## src/rtl/lev_pkg.sv

```systemverilog
// ----------------------------------------------------------------------------
// lev_pkg
// Shared types, codes and helpers for the LOOK elevator scheduler.
// ----------------------------------------------------------------------------
package lev_pkg;

	// item opcodes
	localparam logic [1:0] OP_LOCATE = 2'd0;
	localparam logic [1:0] OP_ADD    = 2'd1;
	localparam logic [1:0] OP_CANCEL = 2'd2;
	localparam logic [1:0] OP_MOVE   = 2'd3;

	localparam int FLOOR_W         = 10;    // floor field width
	localparam int FLOOR_LIMIT     = 1024;  // floors the floor field can name
	localparam int FLOOR_COUNT_DEF = 1024;
	localparam int COUNT_BITS_DEF  = 16;
	localparam int WORD_W          = 32;    // occupancy bits per word
	localparam int BIT_W           = 5;     // log2(WORD_W)

	typedef enum logic [1:0] {
		ST_IDLE,
		ST_LOOK,
		ST_WORD,
		ST_UPD
	} lev_state_t;

	// controller -> datapath
	typedef struct packed {
		logic accept;     // latch item, issue first reads
		logic look;       // evaluate current word and summary
		logic word_step;  // pick floor inside a fetched word
		logic update;     // write back, load result
	} lev_cmd_t;

	// datapath -> controller
	typedef struct packed {
		logic is_move;
		logic sum_hit;    // target lies in another word, fetch needed
	} lev_stat_t;

	function automatic logic [BIT_W-1:0] lowest_set(input logic [WORD_W-1:0] v);
		logic [BIT_W-1:0] r;
		r = '0;
		for (int i = WORD_W - 1; i >= 0; i--) begin
			if (v[i]) r = BIT_W'(i);
		end
		return r;
	endfunction

	function automatic logic [BIT_W-1:0] highest_set(input logic [WORD_W-1:0] v);
		logic [BIT_W-1:0] r;
		r = '0;
		for (int i = 0; i < WORD_W; i++) begin
			if (v[i]) r = BIT_W'(i);
		end
		return r;
	endfunction

endpackage

```

## src/rtl/lev_ctrl.sv

```systemverilog
// ----------------------------------------------------------------------------
// lev_ctrl
// Sequencer for the scheduler: accept, look, optional word fetch, update.
// ----------------------------------------------------------------------------
module lev_ctrl (
	input  logic              clk,
	input  logic              arst_n,
	input  logic              start,
	input  lev_pkg::lev_stat_t stat,
	output lev_pkg::lev_cmd_t  cmd,
	output logic              busy,
	output logic              done
);

	lev_pkg::lev_state_t state_q, state_d;
	logic                done_q;

	always_comb begin
		state_d = state_q;
		case (state_q)
			lev_pkg::ST_IDLE: begin
				if (start) state_d = lev_pkg::ST_LOOK;
			end
			lev_pkg::ST_LOOK: begin
				if (stat.is_move && stat.sum_hit) state_d = lev_pkg::ST_WORD;
				else state_d = lev_pkg::ST_UPD;
			end
			lev_pkg::ST_WORD: begin
				state_d = lev_pkg::ST_UPD;
			end
			lev_pkg::ST_UPD: begin
				state_d = lev_pkg::ST_IDLE;
			end
			default: begin
				state_d = lev_pkg::ST_IDLE;
			end
		endcase
	end

	always_comb begin
		cmd  = '0;
		busy = 1'b1;
		case (state_q)
			lev_pkg::ST_IDLE: begin
				busy       = 1'b0;
				cmd.accept = start;
			end
			lev_pkg::ST_LOOK: begin
				cmd.look = 1'b1;
			end
			lev_pkg::ST_WORD: begin
				cmd.word_step = 1'b1;
			end
			lev_pkg::ST_UPD: begin
				cmd.update = 1'b1;
			end
			default: begin
				busy = 1'b1;
			end
		endcase
	end

	always_ff @(posedge clk or negedge arst_n) begin
		if (!arst_n) begin
			state_q <= lev_pkg::ST_IDLE;
			done_q  <= 1'b0;
		end else begin
			state_q <= state_d;
			done_q  <= (state_q == lev_pkg::ST_UPD);
		end
	end

	assign done = done_q;

endmodule

```

## config.mk

```make
export PLATFORM = sky130hd
export DESIGN_NAME = lev_ctrl
export DESIGN_NICKNAME = d
export VERILOG_FILES = /design/src/rtl/lev_pkg.sv /design/src/rtl/lev_ctrl.sv
export SDC_FILE = /design/constraint.sdc
export NUM_CORES = 1
export LEC_CHECK = 0
export BUFFER_PORTS_ARGS = -buffer_cell sky130_fd_sc_hd__buf_2
export CAP_MARGIN = 20
export CORE_AREA = 2 2 39 41
export CTS_CLUSTER_DIAMETER = 60
export DETAILED_ROUTE_END_ITERATION = 10
export DIE_AREA = 0 0 41 43
export PLACE_DENSITY_LB_ADDON = 0.15
export SETUP_SLACK_MARGIN = 0.05
export SLEW_MARGIN = 20
export SYNTH_ARGS = -nofsm -noshare
export SYNTH_HDL_FRONTEND = slang
export SYNTH_SLANG_ARGS = --single-unit
export TNS_END_PERCENT = 1
```

## constraint.sdc

```tcl
create_clock -name clk -period 1.5 [get_ports clk]
set_input_delay 0.3 -clock clk [delete_from_list [all_inputs] [get_ports clk]]
set_output_delay 0.3 -clock clk [all_outputs]
set_load 0.02 [all_outputs]
```

Word level (Yosys, flattened, before mapping)
Index checks and enable logic that the tools add are counted.
{ "op_classes": {"eq_ne": 4, "muxes": 8, "n_reduce_logical": 2} }
{ "op_table": {"columns": ["op", "count"], "rows": [
  ["$pmux W2 S4", 1],
  ["$mux W1", 6],
  ["$eq A2 B2 Y1 const B", 2],
  ["$eq A2 B1 Y1 const B", 1],
  ["$logic_not A2 Y1", 1],
  ["$mux W2", 1],
  ["$ne A2 B2 Y1 const B", 1],
  ["$logic_and A1 B1 Y1", 1]
]} }
{ "word_totals": {"register_bits": 3, "in_bits": 5, "out_inout_bits": 6, "elab_cells": 16} }

Depth between registers and ports, before layout
{ "depth": {"word_depth": 3, "mapped_depth": 5} }

Worst setup path after synthesis
No wires, ideal clock.
{ "synth_timing": {"kind": "reg2reg", "from": "reg state_q[0]", "to": "reg state_q[1]", "setup_ns": 0.125, "t_arrival_ns": 1.172, "required_ns": 1.375, "path_slack_ns": 0.203, "path_stages_with_launch": 5, "n_path_buf": 0, "cell_sequence": "dfrtp_1 inv_1 ha_1 nor2b_4 mux2_2"} }
{ "synth_between": {"elab_chain_cells": 2} }
{ "synth_rtl": {"columns": ["item", "line", "source"], "rows": [
  ["start, declared", "lev_ctrl.sv:15", "lev_pkg::lev_state_t state_q, state_d;"],
  ["start signal, assigned", "lev_ctrl.sv:65", "state_q <= lev_pkg::ST_IDLE;"],
  ["start signal, assigned", "lev_ctrl.sv:68", "state_q <= state_d;"],
  ["$eq A2 B2 Y1, or another cell as far along", "lev_ctrl.sv:20", "case (state_q)"],
  ["$pmux W2 S4 / $ne A2 B2 Y1 (equally long branches)", null, null]
]} }
Several ways; a longest one is shown, not always the timed one.
A chain may end at the register's enable or synchronous reset.

==> metrics.md <==
| Metric | Value |
|---|---|
| Outcome | `finished clean` |
| Fin Clk Skew | `0.0003212 ns` |
| Crit. End Element | `primary output` |
| Sink Count | `3` |
| I/O pins | `11` |
| Hold Path Class | `input pin to asynchronous set/reset pin` |
| WP buf/inv | `3` |
| Post-Synth XOR/XNOR Area | `0` |
| CTS HTree Levels | `1` |
| Die W | `41 um` |
| Avg Cell Area, Syn | `11.68 um2` |
| Final hold violation count | `0` |
| Maximum VDD drop | `0.5134 mV` |
| Complex-gate fraction of the synthesized area | `0.1250` |
| Critical Path Slowest Stage Cell | `dfrtp_1` |
| Synth cell types | `10` |
| Drt via density | `3.679` |
| Max Cap Viol | `0` |
| CP Data Arrival Time | `1.11 ns` |
| Final period util | `0.9412` |
| Wire per inst | `8.377 um` |
| Synthesized area | `210.2 um2` |
| Post-Synthesis Cells | `18` |
| # nets final | `48` |
| Vias in the first global route | `200` |
| CTS max path bufs | `2` |
| CTS tree | `done` |
| DRC errors left | `0` |
| Port Buffers | `10` |
| Tot GR Track Use | `0.06526` |
| Clock Latency Late Sink | `0.23 ns` |
| Crit path cell chain | `inv_2, buf_4, ha_1, buf_2` |
| Site Rows | `14` |
| WL final | `444 um` |
| GRT overflow | `0` |
| Antenna-violating nets left | `0` |
| LEAKAGE | `0.1845 nW` |
| First-pass GRT wire length | `710 um` |
| Seq/Total Area, Yosys | `0.3571` |
| Min Tclk post-route | `1.412 ns` |
| Setup crit start kind | `register` |
| Dpl ws | `0.1133 ns` |
| Clock slew at reported path FFs | `0.04 ns` |
| Max FO, Critical Path | `3` |
| Final WS setup | `0.08819 ns` |
| Worst Setup Path Type | `register to primary output` |
| DRT Pass-1 Iters | `1` |
| Synth Area in Simple Gates | `0.1131` |
| Worst relative slew slack | `0.8304` |
| GP Congestion | `0.6306` |
| Die area | `0.001763 mm2` |
| Final core occ | `0.2649` |
| FF+latch count, synth | `3` |
| Initial antenna violation count | `0` |
| Clock buffer count from CTS | `3` |
| Initial Util | `0.1519` |
| CP delay by family, top | `flip-flops` |
| Root Buffer | `clkbuf_4` |
| PD cells | `2258 mW/mm2` |
| Worst slew pin tran | `0.2540 ns` |
| Diodes inserted | `0` |
| Synth warn | `0` |
| Largest family of logic cells by synthesized area | `adder cells` |
| RSZ-0062 raised after global routing | `true` |
| Die span in y | `43 um` |
| Req. time, crit path | `1.20 ns` |
| Syn-to-layout area delta | `74.40%` |
| CORE AREA | `0.001384 mm2` |
| Max stage delay on crit path | `0.35 ns` |
| Setup TNS | `0 ns` |
| Layout cell share with drive strength beyond 1 | `0.6486` |
| Max-slew violation count | `0` |
| Number of setup violations in the final report | `0` |
| Largest net degree at the start of global routing | `5` |
| FMAX | `708.3 MHz` |
| Vias post-DR | `195` |
| Net Count, Synth | `28` |
| Post-Synth Adder-Cell Area | `0.2976` |
| Number of DRC markers in iteration 0 | `0` |
| Mux share of post-synthesis cell area | `0.05357` |
[routing by layer]
layer	routed length, um	vias to the layer above	GRT usage	part of all wire
met5	0	-	0	0
met2	245	7	0.09063	0.55
met4	0	0	0.06000	0
met1	175	89	0.05788	0.39
met3	23	0	0.04712	0.052
li1	-	99	-	-
[repair_timing]
| item | in CTS | in global routing |
|---|---|---|
| setup endpoints to repair | 2 | 4 |
| pin swaps | 0 | 0 |
| hold endpoints to repair | 3 | 0 |
| hold buffers | 1 | 0 |
| resized for setup | 4 | 3 |
| setup buffers | 2 | 1 |
[synthesized netlist by cell type (all sizes together)]
cell / instances / area (um2)
o22ai: 1 / 6.260
a2111oi: 1 / 15.01
dfrtp: 3 / 75.07
mux2: 1 / 11.26
nor2b: 1 / 13.76
nand2: 1 / 3.750
a21oi: 1 / 5.000
and2: 1 / 6.260
inv: 3 / 11.26
ha: 5 / 62.56
[flip-flops by register name, indices dropped and copies added, names as in the netlist]
register	flops
done	1
state_q	2
[cells by family after synthesis]
logic type | Yosys count
adder cells (fa/ha/maj) | 5
AO/OA/AOI/OAI | 3
buffers and inverters | 3
AND/OR/NAND/NOR | 3
flip-flops | 3
multiplexers | 1
[stage by stage]
step / std cells / hold WS, ns / total power [mW] / instance area (um2)
2_1_floorplan: 18 / 0.004409 / 0.4647 / 210.2
3_3_place_gp: 45 / 0.09855 / 0.5888 / 287.8
3_5_place_dp: 45 / 0.09839 / 0.5889 / 287.8
4_1_cts: 52 / 0.3853 / 0.8000 / 344.1
5_1_grt: 53 / 0.3969 / 0.9163 / 366.6
6_report: 53 / 0.3897 / 0.8278 / 366.6
[layout make-up]
class	count	area, um2
inverters	3	11.26
repair buffers	15	95.09
clock buffers	4	26.28
fillers	160	1017
well taps	16	20.02
flip-flops and latches	3	75.07
multi-input cells	12	138.9
[path summary, 6_finish.rpt]
check | startpoint | end | slack, ns | depth (start not counted)
setup reg to reg | state_q[0] | state_q[0] | 0.20 | 5
max in group asynchronous | arst_n | done | 1.00 | 2
hold / removal | arst_n | state_q[0] | 0.39 | 2
hold reg to reg | state_q[1] | state_q[1] | 0.66 | 2
min in group clk | stat[0] | state_q[0] | 0.46 | 4
setup / recovery | state_q[0] | cmd[1] | 0.09 | 4
[placed cells by master (no fill, tap or decap), drive strengths merged]
| master | n |
|---|---|
| buf | 14 |
| ha | 5 |
| clkbuf | 4 |
| dfrtp | 3 |
| inv | 3 |
| and2 | 1 |
| nor2b | 1 |
| mux2 | 1 |
| o22ai | 1 |
| nand2 | 1 |
| a2111oi | 1 |
| a21oi | 1 |
| dlygate4sd3 | 1 |
[power breakdown]
| group | switching (mW) | internal, mW | total [mW] |
|---|---|---|---|
| clock network | 0.0430 | 0.0998 | 0.143 |
| registers | 0.0210 | 0.124 | 0.145 |
| logic | 0.279 | 0.262 | 0.540 |
| total | 0.343 | 0.485 | 0.828 |
(Power assumes the default switching activity.)
